`config.mk`:
```
export PLATFORM = sky130hd
export DESIGN_NAME = enic_front
export DESIGN_NICKNAME = d
export VERILOG_FILES = /design/src/rtl/core/enic_pkg.sv /design/src/rtl/core/enic_front.sv
export SDC_FILE = /design/constraint.sdc
export NUM_CORES = 1
export LEC_CHECK = 0
export ABC_AREA = 1
export BUFFER_PORTS_ARGS = -buffer_cell sky130_fd_sc_hd__buf_2
export CORE_ASPECT_RATIO = 0.6
export CORE_MARGIN = 2
export CORE_UTILIZATION = 47
export DETAILED_ROUTE_END_ITERATION = 8
export PLACE_DENSITY = 0.81
export REMOVE_ABC_BUFFERS = 1
export SLEW_MARGIN = 15
export SYNTH_ARGS = -nofsm -noshare
export SYNTH_HDL_FRONTEND = slang
export SYNTH_SLANG_ARGS = --single-unit
```
`constraint.sdc`:
```
create_clock -name clk_i -period 2.55 [get_ports clk_i]
set_clock_uncertainty 0.05 [all_clocks]
set_input_delay 0.3825 -clock clk_i [delete_from_list [all_inputs] [get_ports clk_i]]
set_output_delay 0.3825 -clock clk_i [all_outputs]
set_load 0.02 [all_outputs]
```
`src/rtl/core/enic_pkg.sv`:
```
// ----------------------------------------------------------------------------
// enic_pkg
// Shared types and constants of the expiring negative identifier cache.
// ----------------------------------------------------------------------------
package enic_pkg;

  localparam int unsigned IdentW     = 32;
  localparam int unsigned TickW      = 64;
  localparam int unsigned TtlW       = 32;
  localparam int unsigned SlotW      = 6;
  localparam int unsigned QueueDepth = 2;

  localparam logic [TtlW-1:0] TtlReset = 32'd5000;

  localparam logic OpLookup = 1'b0;
  localparam logic OpInsert = 1'b1;

  typedef enum logic [1:0] {
    ST_CLEAR,
    ST_IDLE,
    ST_SCAN,
    ST_EMIT
  } enic_state_e;

  // classified request handed from the front to the back
  typedef struct packed {
    logic              op;
    logic              zero_id;
    logic [IdentW-1:0] ident;
    logic [TickW-1:0]  now;
    logic [TickW-1:0]  expiry;
  } cmd_t;

  typedef struct packed {
    logic [IdentW-1:0] ident;
    logic [TickW-1:0]  expiry;
  } entry_t;

  typedef struct packed {
    logic             cached;
    logic [SlotW-1:0] slot;
    logic             slot_used;
    logic             evicted;
  } res_t;

endpackage

```
`src/rtl/core/enic_front.sv`:
```
// ----------------------------------------------------------------------------
// enic_front
// Request intake: holds the lifetime register, flags identifier zero and
// works out the expiry tick that an insert would write.
// ----------------------------------------------------------------------------
module enic_front (
  input  logic                       clk_i,
  input  logic                       rst_ni,
  input  logic                       push,
  output logic                       full,
  input  logic                       opcode_i,
  input  logic [enic_pkg::IdentW-1:0] ident_i,
  input  logic [enic_pkg::TickW-1:0] now_tick_i,
  input  logic                       cfg_valid_i,
  output logic                       cfg_ready_o,
  input  logic [enic_pkg::TtlW-1:0]  cfg_data_i,
  input  logic                       clearing_i,
  input  logic                       cmd_full_i,
  output logic                       cmd_push_o,
  output enic_pkg::cmd_t             cmd_o
);

  logic [enic_pkg::TtlW-1:0] ttl_q, ttl_d;

  assign cfg_ready_o = 1'b1;
  assign ttl_d       = (cfg_valid_i && cfg_ready_o) ? cfg_data_i : ttl_q;

  always_ff @(posedge clk_i or negedge rst_ni) begin
    if (!rst_ni) begin
      ttl_q <= enic_pkg::TtlReset;
    end else begin
      ttl_q <= ttl_d;
    end
  end

  // no intake while the table is being cleared after reset
  assign full       = cmd_full_i || clearing_i;
  assign cmd_push_o = push && !full;

  always_comb begin
    cmd_o.op      = opcode_i;
    cmd_o.zero_id = (ident_i == '0);
    cmd_o.ident   = ident_i;
    cmd_o.now     = now_tick_i;
    // wraps at 64 bits
    cmd_o.expiry  = now_tick_i + {{(enic_pkg::TickW - enic_pkg::TtlW){1'b0}}, ttl_q};
  end

endmodule

```
==> Yosys cells after proc, flatten, opt, wreduce, memory -nomap -nowiden <==
Cells that the tools add are included.
Widths: inputs -> output; s select.
{ "op_classes": {"n_addsub": 1, "n_reduce_logical": 4} }
{ "op_table": {"columns": ["op", "n"], "rows": [
  ["$add 64x32->64", 1],
  ["$logic_not 32->1", 1],
  ["$logic_and 1x1->1", 1],
  ["$logic_not 1->1", 1],
  ["$logic_or 1x1->1", 1]
]} }
{ "totals": {"reg_bits": 32, "out_inout_bits": 165, "wordCells": 6} }

==> Depth between registers and ports, before layout <==
{ "logic_depth": {"depth_word": 3, "ltp_mapped": 14, "ltp_nobuf": 14} }

==> Worst setup path before layout <==
No wires, ideal clock.
{ "synth_path": {"kind": "in2out", "startpoint": "input port now_tick_i[0] (netlist bit)", "endpoint": "output port cmd_o[30] (netlist bit)", "arrival_time_ns": 1.956, "slack_ns": 0.162, "stages": 11, "n_path_buf": 0, "path_cell_list": "ha_1 -> fa_1 -> nand3_1 -> nand3_2 -> nand2_1 -> nand2_1 -> nand2_1 -> nand2_2 -> nand2_1 -> nand2_1 -> xor2_1"} }
{ "synth_lines": {"columns": ["element", "line", "source"], "rows": [
  ["start, declared", "enic_front.sv:13", "input logic [enic_pkg::TickW-1:0] now_tick_i,"],
  ["end, declared", "enic_front.sv:20", "output enic_pkg::cmd_t cmd_o"]
]} }

==> results_dict.tcl <==
set metrics [dict create \
    grt_antenna_before_repair 2 \
    grt_max_degree 33 \
    ys_types 36 \
    cp.arrival_ps 2380 \
    grt_pass1_wl_mm 37.2 \
    swShare_pct 47.8 \
    setup_violations 41 \
    drt_wl_total_mm 27.0 \
    critPathMaxFanout 4 \
    hp-class "in -> async" \
    clockBufferDepth 2 \
    area_growth_pct 54.4 \
    overflow 0 \
    ys.flop_type "dfrtp_1" \
    yosysSeqAreaShare_pct 13.2 \
    p_sw_w 0.00203 \
    rsz0062_at_grt "yes" \
    worst_skew_pair.late_latency_ps 270 \
    ys_ff_latch 32 \
    postSynthAreaPerCell_sq_um 5.73 \
    reg2regPathDepth 2 \
    max_cap_violations 0 \
    htreeDepth 2 \
    via_per_inst 5.32 \
    outcome "complete, but fails checks" \
    cts.sinks 32 \
    cts_hold_buf 0 \
    synthTopCellsByArea "nand2_1 24%, buf_4 12%, inv_1 12%, dfrtp_1 11%, ha_1 6.6%" \
    vias 8023 \
    synthArstFlopShare_pct 100 \
    total_power_w 0.00424 \
    post-synth-top-count-cell "nand2_1" \
    die_w_microns 151 \
    p_seq_share_pct 14.9 \
    grt_pass1_vias 6925 \
    cp.required_ps 2120 \
    violations "setup timing" \
    gp_congestion 0.994 \
    initial_utilization_pct 47.8 \
    io_buffers 296 \
    p_int_w 0.00221 \
    yosys-top-cells-count "395 x nand2_1, 190 x inv_1, 98 x buf_4" \
    io_pins 300 \
    hpwlAfterDp_mm 20.1 \
    synth_top_cell_by_area "nand2_1" \
    first_pass_iters 6 \
    first_iter_violations 746 \
    syn_inst 1065 \
    p_leak_nw 5.23 \
    coreArea_sq_um 12800 \
    clock.fmax_ghz 0.355 \
    top_register "ttl_q" \
    fin_crit_sh_pct 110 \
    grt_usage_pct 34.7 \
    worst_pin_slew_ps 764 \
    clock_power_share_pct 16.0 \
    synth_top_area_share_pct 24.3 \
    layout.nets 1504 \
    rows 32 \
    comb_power_share_pct 69.1 \
    max_slew_margin_pct 49.1 \
    reg_top3 "ttl_q: 32 flops" \
    stdcell_area_sq_um 9420 \
    netlist_area_sq_um 6100 \
    cts_inserted_buffers 5 \
    slew_violations 0 \
    start_kind "flip-flop" \
    finalHoldViolations 0 \
    die_h_microns 92.3 \
    wl_per_cell_microns 17.9 \
    die_area_sq_um 13900 \
    clkTransAtPathRegs_ps 50 \
    cts_tree "done" \
    post-route-drc-count 0 \
    largest_register_ffs 32 \
    drtAntennaViolNets 0 \
    placed_cell_area_sq_um 7330 \
    root_buffer "clkbuf_16" \
    power_per_cell_area_nw_per_um2 450 \
    yosysWarnings 0 \
    vdd_ir_drop_max_uv 439 \
    synth_enable_flop_cells 0 \
    critPathCaptureType "output pin" \
    drive_gt1_share_pct 53.8 \
    path_class "reg -> out" \
    setup_ws_ps -266 \
    fin_crit_ps 2820 \
]
-- timing repair --
action	CTS	global route
buffers inserted	10	26
pin swaps	40	68
resized for setup	194	246
cloned	0	0
setup endpoints to repair	52	55
-- layout by cell type (no fill, tap or decap), types with 10 or more instances in the layout --
cell,instances
nand3_1,49
dfrtp_1,25
nand2_1,262
nand2_2,106
nand2_4,32
buf_2,246
xor2_1,22
buf_4,86
nor2_4,16
a21oi_2,11
nor2_1,46
inv_2,28
nand4_1,14
nor2_2,29
mux2_2,28
buf_6,33
nor3_2,10
nand3_2,12
inv_1,166
ha_4,31
-- worst max-delay path, stage by stage (launching register included) --
cell and delay (ps):
dfstp_2 590, ha_4 240, nand2_4 110, inv_2 30, nand2_1 90, nand2_2 100, buf_6 130, a21oi_2 140
nand2_2 120, nand2_2 100, nand2_4 70, nand2_4 90, nand2_2 40, nand2_1 50, nand2_1 60, buf_6 130
-- final cells by class --
type,instances,area (sq um)
Inverter,195,734
Clock inverter,3,42.5
Sequential cell,32,810
Timing Repair Buffer,366,2270
Antenna cell,1,2.50
Clock buffer,5,125
Multi-Input combinational cell,736,5220
Tap cell,170,213
Fill cell,994,3350
-- power by group through the flow --
| stage | Combinational, W | Sequential [W] | Clock (W) |
|---|---|---|---|
| final | 0.00293 | 0.000633 | 0.000678 |
| after global routing | 0.00307 | 0.000636 | 0.000710 |
| after CTS | 0.00236 | 0.000627 | 0.000687 |
| after detailed placement | 0.00203 | 0.000612 | 0 |
| after global placement | 0.00202 | 0.000609 | 0 |
| after floorplan | 0.00107 | 0.000594 | 0 |
-- kinds of logic (layout without fill, tap and decap cells) --
kind of cell               count (synthesis)  after routing  synth area share [%]
xor gates and xnor gates                  30             30                  4.31
DFF                                       32             32                  13.2
other                                      1              2                0.0615
buffers and inverters                    297            569                  24.4
adders and majority gates                 33             33                  6.89
AOI/OAI and AO/OA                         28             28                  2.73
muxes                                     32             32                  5.91
and+or+nand+nor                          612            612                  42.5
-- final timing paths --
| kind | startpoint | endpoint | slack [ps] |
|---|---|---|---|
| worst min-delay path | rst_ni | ttl_q[20] | 110 |
| min in group clk_i | cfg_data_i[27] | ttl_q[27] | 280 |
| worst min register to register | ttl_q[24] | ttl_q[24] | 510 |
| worst max-delay path | ttl_q[8] | cmd_o[62] | -270 |
| worst max register to register | ttl_q[14] | ttl_q[14] | 1570 |
| max in group asynchronous | rst_ni | ttl_q[1] | 1850 |
-- metal layers --
layer,share of wire (%),global-route usage [%],vias up
met1,41,50.3,3708
met4,2.8,8.33,2
li1,-,-,3689
met5,0.044,0,-
met2,45,53.2,543
met3,12,6.42,81
-- stage by stage --
| step | setup TNS (ps) | worst slack [ps] | hold slack (ps) | util (%) | std cells |
|---|---|---|---|---|---|
| 4_1_cts | -1190 | -114 | 123 | 65.9 | 1484 |
| 3_5_place_dp | -1200 | -95.7 | 415 | 57.4 | 1467 |
| 3_3_place_gp | -877 | -115 | 413 | 57.4 | 1467 |
| 6_report | -4020 | -266 | 106 | 73.7 | 1508 |
| 2_1_floorplan | 0 | 162 | 36.9 | - | 963 |
| 5_1_grt | -7760 | -309 | 171 | 73.7 | 1508 |
Note: power is estimated with default switching activity, not from simulation.
