===== config.mk =====
export PLATFORM = sky130hd
export DESIGN_NAME = enic_fifo
export DESIGN_NICKNAME = d
export VERILOG_FILES = /design/src/rtl/core/enic_fifo.sv
export SDC_FILE = /design/constraint.sdc
export NUM_CORES = 1
export LEC_CHECK = 0
export BUFFER_PORTS_ARGS = -buffer_cell sky130_fd_sc_hd__buf_4
export CELL_PAD_IN_SITES_DETAIL_PLACEMENT = 1
export CELL_PAD_IN_SITES_GLOBAL_PLACEMENT = 1
export CORE_MARGIN = 10
export CORE_UTILIZATION = 38
export CTS_BUF_LIST = sky130_fd_sc_hd__clkbuf_8
export DETAILED_ROUTE_END_ITERATION = 8
export PLACE_DENSITY = 0.68
export SLEW_MARGIN = 20
export SYNTH_ARGS = -nofsm -noshare
export SYNTH_HDL_FRONTEND = slang
export SYNTH_SLANG_ARGS = --single-unit

===== constraint.sdc =====
create_clock -name clk_i -period 1.77 [get_ports clk_i]
set_input_delay 0.354 -clock clk_i [delete_from_list [all_inputs] [get_ports clk_i]]
set_output_delay 0.354 -clock clk_i [all_outputs]
set_load 0.1 [all_outputs]

===== src/rtl/core/enic_fifo.sv =====
// ----------------------------------------------------------------------------
// enic_fifo
// Small register queue used between front and back and on the result side.
// ----------------------------------------------------------------------------
module enic_fifo #(
  parameter int unsigned WIDTH = 8,
  parameter int unsigned DEPTH = 2
) (
  input  logic             clk_i,
  input  logic             rst_ni,
  input  logic             push_i,
  input  logic [WIDTH-1:0] data_i,
  output logic             full_o,
  input  logic             pop_i,
  output logic [WIDTH-1:0] data_o,
  output logic             empty_o
);

  localparam int unsigned PtrW = $clog2(DEPTH);
  localparam int unsigned CntW = $clog2(DEPTH + 1);

  logic [WIDTH-1:0] store_q [DEPTH];
  logic [PtrW-1:0]  wptr_q, wptr_d, rptr_q, rptr_d;
  logic [CntW-1:0]  cnt_q, cnt_d;
  logic             do_push, do_pop;

  assign full_o  = (cnt_q == CntW'(DEPTH));
  assign empty_o = (cnt_q == '0);
  assign do_push = push_i && !full_o;
  assign do_pop  = pop_i && !empty_o;
  assign data_o  = store_q[rptr_q];

  always_comb begin
    wptr_d = wptr_q;
    rptr_d = rptr_q;
    cnt_d  = cnt_q;
    if (do_push) begin
      wptr_d = (wptr_q == PtrW'(DEPTH - 1)) ? '0 : wptr_q + PtrW'(1);
    end
    if (do_pop) begin
      rptr_d = (rptr_q == PtrW'(DEPTH - 1)) ? '0 : rptr_q + PtrW'(1);
    end
    if (do_push && !do_pop) begin
      cnt_d = cnt_q + CntW'(1);
    end else if (do_pop && !do_push) begin
      cnt_d = cnt_q - CntW'(1);
    end
  end

  always_ff @(posedge clk_i or negedge rst_ni) begin
    if (!rst_ni) begin
      wptr_q <= '0;
      rptr_q <= '0;
      cnt_q  <= '0;
    end else begin
      wptr_q <= wptr_d;
      rptr_q <= rptr_d;
      cnt_q  <= cnt_d;
    end
  end

  always_ff @(posedge clk_i) begin
    if (do_push) begin
      store_q[wptr_q] <= data_i;
    end
  end

endmodule


* Word level (Yosys, flattened, before mapping)
Memories as Yosys holds them, arrays and structs flattened.
Index checks and enable logic that the tools add are counted.
Widths: inputs -> output; s select.
** Cells by class
- Add/sub/neg operators :: 4
- Eq/ne operators :: 1
- Muxes and demuxes :: 6
- Reduce and logical (&&, ||, !) cells :: 10
** Operators with widths (count)
- $logic_and 1x1->1 :: 4
- $logic_not 1->1 :: 4
- $mux 1 :: 4
- $mux 2 :: 2
- $add 1x1->1 const B :: 2
- $add 2x1->2 const B :: 1
- $eq 2x2->1 const B :: 1
- $logic_not 2->1 :: 1
- $reduce_bool 2->1 :: 1
- $sub 2x1->2 const B :: 1
** Storage, ports and cells
- Flip-flop bits (word level) :: 4
- Memory bits (writable) :: 16
- Bits of input ports :: 12
- Output and inout port bits :: 10
- Word-level logic and storage cells :: 25
- Memories kept :: 1
** Memories
- store_q :: words 2, bits a word 8, rd ports 1, clocked after Yosys merged registers in 0, write ports 1, RTL line 22 : logic [WIDTH-1:0] store_q [DEPTH];

* Depth between registers and ports, before layout
Gate-level depths: netlist of run 1.
- Depth in word-level cells :: 7
- Mapped depth :: 7
- Gate-level depth less buffers :: 7

* Worst setup path before layout of run 1
OpenSTA, ideal clock, no wires.
- Kind :: register to output
- Start point :: reg cnt_q[0]
- End point :: out empty_o
- Arrival :: 1.673 ns
- Data required time :: 1.416 ns
- Path slack :: -0.257 ns
- Stages on the path, launching flop included :: 2
- Path buffers :: 0
- Path through :: dfrtp_1 -> nor2_1
** On the way
- Word-level cells in the longest chain between the ends :: 1
** Ends and longest elaborated chain
- start: declaration :: RTL line 24 : logic [CntW-1:0] cnt_q, cnt_d;
- start signal: assignment :: RTL line 58 : cnt_q <= cnt_d;
- $logic_not 2->1 :: RTL line 28 : assign empty_o = (cnt_q == '0);
- end: declaration :: RTL line 16 : output logic empty_o
Every way passes these cells.

* Final worst setup path of run 1
- Start point :: reg rptr_q
- End point :: out data_o[7]
** On the way
- Word-level cells in the longest chain between the ends :: 1
** Ends and longest elaborated chain
- start: declaration :: RTL line 23 : logic [PtrW-1:0] wptr_q, wptr_d, rptr_q, rptr_d;
- start signal: assignment :: RTL line 57 : rptr_q <= rptr_d;
- $mem_v2 2x8
- end: declaration :: RTL line 15 : output logic [WIDTH-1:0] data_o,
Every way passes these cells.

==> summary.md, run 1 <==
| Metric | Value |
|---|---|
| Footprint of the multi-input gates | `around 190 µm²` |
| Fin nets | `84` |
| Largest net degree at the start of global routing | `11` |
| Initial antenna violation count | `0` |
| Endpoints failing setup | `0` |
| Overflow after GRT | `0` |
| Syn Inst Count | `44` |
| Achievable clock frequency | `a little under 600 MHz` |
| Post-synthesis xor/xnor area fraction | `around 6.6%` |
| FP Rows | `16` |
| Setup Crit Path Kind | `register to output port` |
| Max-cap violations | `0` |
| Chip height | `~65 µm` |
| Period utilization | `95.62%` |
| CTS tree | `built` |
| Post-Route Setup TNS | `0 ns` |
| Via-per-instance ratio | `between 4 and 5` |
| Buf+Inv Stages, Crit Path | `1` |
| Crit start category | `register` |
| Crit end category | `output port` |
| Ant diodes | `0` |
| Distinct cells, synth | `15` |
| Global-route wire length before repair | `around 2400 µm` |
| Max FO, Critical Path | `9` |
| Sequential Area | `~580 µm²` |
| Worst skew pair latency | `between 0.2 and 0.3 ns` |
| Delay-heaviest family, CP | `flip-flops` |
| Io pins | `22` |
| Largest cells by area after synthesis | `edfxtp_1 61%, dfrtp_1 13%, mux2_1 8.6%, mux2_2 2.9%, xnor2_1 2.2%` |
| Bufs on Longest Clock Path | `2` |
| Post-Place Cells | `92` |
| Final HPWL DP | `~1100 µm` |
| Buffers on Ports | `21` |
| Main combinational cell family by area after synthesis | `multiplexers` |
| Slowest cell on crit path | `dfrtp_2` |
| Die Area | `between 4000 and 5000 µm²` |
| Mean area per synthesized cell | `about 18 µm²` |
| Setup ws final | `between 0.07 and 0.08 ns` |
| Fin crit period | `1.692 ns` |
| Routed wire length | `approximately 1500 µm` |
| Clock skew | `0.004130 ns` |
| Total track usage | `between 7 and 8%` |
| Dpl ws | `about 0.22 ns` |
| Unrepaired setup endpoints after global routing | `false` |
| Yosys top cell by area | `edfxtp_1` |
| Final hold violation count | `0` |
| Layout Cells excl Fill | `96` |
| #FFs+latches synth | `20` |
| Routed wire per std cell | `around 15 µm` |
| Slew @ Worst Pin | `between 0.4 and 0.5 ns` |
| YS warnings | `0` |
| Critical path arrival | `1.34 ns` |
| Placer Congestion | `around 0.7` |
| Simple-Gate Fraction of Synth Area | `around 3.8%` |
| Adder-Cell Fraction of Synth Area | `1.600%` |
| Area fraction in compound gates after synthesis | `less than 1%` |
| CTS root buf | `clkbuf_8` |
| R2R setup slack | `0.25 ns` |
| Layout cells sized above 1 | `about 45%` |
| Mapped Area | `~780 µm²` |
| Layout area overhead | `31.84%` |
| Vias in the first global route | `517` |
| Antenna Nets Post-Route | `0` |
| Clock sink total | `20` |
| Core area | `1962 µm²` |
| DRC Markers | `0` |
| Status | `finished, final reports clean` |
| Total CTS buffers | `3` |
| Post-synth top area share | `between 60 and 70%` |
| Post-synthesis sequential area ratio | `between 70% and 80%` |
| Layout filler cell count | `between 200 and 250` |
| Final slew viol count | `0` |
| Post-synthesis mux area share | `between 10 and 15%` |
| Clock-pin slew on the worst setup and hold paths | `roughly 0.07 ns` |
| Die width | `between 60 and 70 µm` |
| Crit-path cells | `mux2_2 > buf_4` |
| Initial core utilization | `around two fifths` |
| Starting DRT DRC Count | `13` |
| Syn_nets | `57` |
| Critical Path RT | `1.42 ns` |
| Largest stage delay on the critical path | `a little under 0.5 ns` |
| DRT Pass-1 Iters | `3` |
| Fin Hold WS | `around 0.29 ns` |
| Slew Limit Headroom | `72.97%` |
| Worst hold path class | `input port to register` |
| H-tree levels | `1` |
| Vias post-DR | `431` |
[path summary, 6_finish.rpt]
path                       startpoint       endpoint  cells past startpoint
max                            rptr_q      data_o[7]                      2
min                         data_i[7]  store_q[1][7]                      1
max reg2reg                  cnt_q[0]       cnt_q[1]                      7
min reg2reg                    wptr_q         wptr_q                      1
max in group asynchronous      rst_ni         rptr_q                      2
min in group asynchronous      rst_ni         wptr_q                      2
[through the flow]
stage          utilization [%]  instance area [µm²]
4_1_cts                  52.55                 1031
3_3_place_gp             49.87                978.4
2_1_floorplan                -                784.5
6_report                 52.55                 1031
3_5_place_dp             49.87                978.4
5_1_grt                  52.55                 1031
[registers in the layout, indices dropped and copies added (netlist names)]
name     cells
rptr_q       1
store_q     16
cnt_q        2
wptr_q       1
[cell usage in the layout, fill, tap and decap left out, types with 2 or more instances in the layout]
cell / netlist / final
mux2_1: 6 / 6
dfrtp_1: 4 / 3
xor2_1: 2 / 2
clkbuf_8: 0 / 3
mux2_2: 2 / 2
inv_1: 2 / 2
buf_4: 0 / 22
nor2_1: 3 / 2
xnor2_1: 2 / 2
edfxtp_1: 16 / 16
[cells in the mapped netlist]
library cell,n
xor2_1,2
buf_2,1
xnor2_2,1
xnor2_1,2
edfxtp_1,16
nand2b_1,1
mux2_1,6
inv_1,2
o21ai_1,1
ha_1,1
dfrtp_1,4
nor2_1,3
and3_1,1
nand2_2,1
mux2_2,2
[routing by layer]
| metal | GRT usage [%] | up-vias | part of all wire (%) |
|---|---|---|---|
| li1 | - | 207 | - |
| met1 | 6.600 | 211 | 35 |
| met2 | 13.29 | 11 | 57 |
| met3 | 3.390 | 2 | 7.8 |
| met4 | 4.813 | 0 | 0.55 |
| met5 | 0 | - | 0 |
[worst register-to-register path, stage by stage, from the launching register on]
cell and delay (ns):
dfrtp_1 0.45, nand2b_1 0.21, nand2_2 0.12, inv_1 0.05, ha_1 0.18, xor2_1 0.14, nor2_1 0.12, xor2_1 0.16
[area by class of cell]
cell class / count / share of cell area (%)
Tap cell: 27 / 3.277
Clock buffer: 3 / 4.005
Multi-Input combinational cell: 21 / 18.57
Timing Repair Buffer: 23 / 16.99
Inverter: 2 / 0.7282
Sequential cell: 20 / 56.43
[logic make-up after synthesis]
logic type / Yosys count
DFF: 20
AOI/OAI and AO/OA: 1
and+or+nand+nor: 6
adders and majority gates: 1
buffers and inverters: 3
xor gates and xnor gates: 5
muxes: 8
[repair_timing]
item / 4_1_cts / 5_1_grt
endpoints found under the setup margin: 8 / 0
gates resized for setup: 1 / 0
hold buffers: 1 / 0
hold endpoints to repair: 4 / 0
buffers inserted: 0 / 0
Power of run 1 is not shown: default switching activity piles up to over one toggle a cycle in this logic, so the estimate is an artifact.
==> run 2: changes to the inputs <==
CORE_UTILIZATION = 30   (was 38)
PLACE_DENSITY = 0.55   (was 0.68)
==> run 2 against run 1 <==
- utilization fell by 9.6 points
- cell area rose by 3.3%
- global-route usage fell by 1.8 points
- critical endpoint is now data_o[4]
==> summary.md, run 2 (synthesis results as in run 1) <==
| Metric | Value |
|---|---|
| Reg-to-reg endpoint | `cnt_q[1]` |
| Final hold violation count | `0` |
| Post-Route Setup TNS | `0 ns` |
| Global-route wire length before repair | `2180 µm` |
| Layout filler cell count | `between 200 and 300` |
| Vias post-DR | `around 420` |
| Total CTS buffers | `3` |
| Worst hold path class | `input port to register` |
| Critical path launch point | `rptr_q` |
| Clock skew | `around 0.005 ns` |
| Slew Limit Headroom | `between 70% and 80%` |
| FP Rows | `18` |
| Starting DRT DRC Count | `7` |
| Max-cap violations | `0` |
| Largest registers | `store_q: 16 flops, cnt_q: 2 flops` |
| Routed wire per std cell | `between 10 and 15 µm` |
| Status | `finished, final reports clean` |
| Vias in the first global route | `474` |
| Bufs on Longest Clock Path | `2` |
| Achievable clock frequency | `around 590 MHz` |
| Ant diodes | `0` |
| Layout area overhead | `36.16%` |
| Cell Area, Placed | `roughly 1000 µm²` |
| R2R cell count | `6` |
| Layout cells sized above 1 | `between 40% and 50%` |
| Crit end category | `output port` |
| CTS tree | `built` |
| Die Area | `5049 µm²` |
| Initial antenna violation count | `0` |
| Max FO, Critical Path | `9` |
| Worst skew pair latency | `roughly 0.25 ns` |
| CTS root buf | `clkbuf_8` |
| Die width | `~71 µm` |
| Slowest cell on crit path | `dfrtp_2` |
| Clock-pin slew on the worst setup and hold paths | `0.07 ns` |
| Endpoints failing setup | `0` |
| Slew @ Worst Pin | `0.3902 ns` |
| Critical path arrival | `around 1.3 ns` |
| Total track usage | `under 10%` |
| Unrepaired setup endpoints after global routing | `false` |
| Initial core utilization | `about a third` |
| Overflow after GRT | `0` |
| Period utilization | `a little over nine tenths` |
| Antenna Nets Post-Route | `0` |
| DRT Pass-1 Iters | `2` |
| Layout Cells excl Fill | `100` |
| Crit start category | `register` |
| Most frequent cells in the layout | `22 x buf_4, 16 x edfxtp_1, 6 x mux2_1` |
| Max reg flops | `16` |
| H-tree levels | `1` |
| Critical Path RT | `approximately 1.4 ns` |
| Routed wire length | `1407 µm` |
| Fin area | `~1100 µm²` |
| Placer Congestion | `0.5823` |
| Crit-path cells | `mux2_1 > buf_4` |
| Commonest non-fill, non-tap cell in the layout | `buf_4` |
| Largest stage delay on the critical path | `0.50 ns` |
| Io pins | `22` |
| Clock sink total | `20` |
| Largest net degree at the start of global routing | `13` |
| Fin nets | `84` |
| R2R Path Start | `cnt_q[0]` |
| Chip height | `slightly above 70 µm` |
| Buffers on Ports | `21` |
| Via-per-instance ratio | `4.240` |
| Setup Crit Path Kind | `register to output port` |
| Final slew viol count | `0` |
| Post-Place Cells | `95` |
| Core area | `2477 µm²` |
| Biggest register | `store_q` |
| R2R setup slack | `~0.25 ns` |
| DRC Markers | `0` |
| Fin crit period | `between 1.5 and 2 ns` |
| End point of the critical path | `data_o[4]` |
-- run 2: cell count changes in the layout (fill, tap and decap cells not counted), sizes merged --
| cell | previous run | this run |
|---|---|---|
| bufinv | 0 | 1 |
-- run 2: worst min-delay path by stage --
stage / start / end / slack, ns / cells after the start
5_1_grt: data_i[3] / store_q[1][3] / 0.27 / 1
3_3_place_gp: rst_ni / cnt_q[1] / 0.16 / 1
2_1_floorplan: rst_ni / cnt_q[0] / 0.06 / 0
6_report: data_i[7] / store_q[0][7] / 0.28 / 1
3_5_place_dp: rst_ni / cnt_q[1] / 0.16 / 1
4_1_cts: data_i[7] / store_q[1][7] / 0.27 / 1
-- run 2: layout make-up --
cell class | count | area, µm² | area share, %
well taps | 30 | 37.54 | 3.525
inverters | 2 | 7.507 | 0.7051
clock buffers | 3 | 41.29 | 3.878
flip-flops and latches | 20 | 581.8 | 54.64
repair buffers | 23 | 175.2 | 16.45
multi-input cells | 21 | 191.4 | 17.98
clock inverters | 1 | 30.03 | 2.820
-- run 2: worst max-delay path, delay by kind of cell, from the launching register on --
| kind | cells | cell delay [ns] |
|---|---|---|
| DFF | 1 | 0.50 |
| muxes | 1 | 0.36 |
| buffers and inverters | 1 | 0.24 |
-- run 2: per-layer routing --
layer	routed length, µm	share of wire (%)	up-vias	global-route usage (%)
met4	36	2.6	0	3.871
met3	86	6.1	4	2.650
li1	-	-	208	-
met2	720	51	14	9.199
met5	0	0	-	0
met1	565	40	198	5.641
-- run 2: metrics by stage --
step	worst slack (ns)	hold WS [ns]	utilization, %
floorplan	0.1255	0.05841	-
global placement	0.2160	0.1552	39.65
detailed placement	0.2065	0.1553	39.65
CTS	0.04113	0.2746	42.98
global route	0.007176	0.2660	42.98
finish	0.07210	0.2821	42.98
-- run 2: repair_timing --
action	CTS	global route
endpoints found under the hold margin	4	0
hold buffers	1	0
endpoints found under the setup margin	8	0
setup buffers	0	0
resized for setup	1	0
Power of run 2 is left out for the same reason.
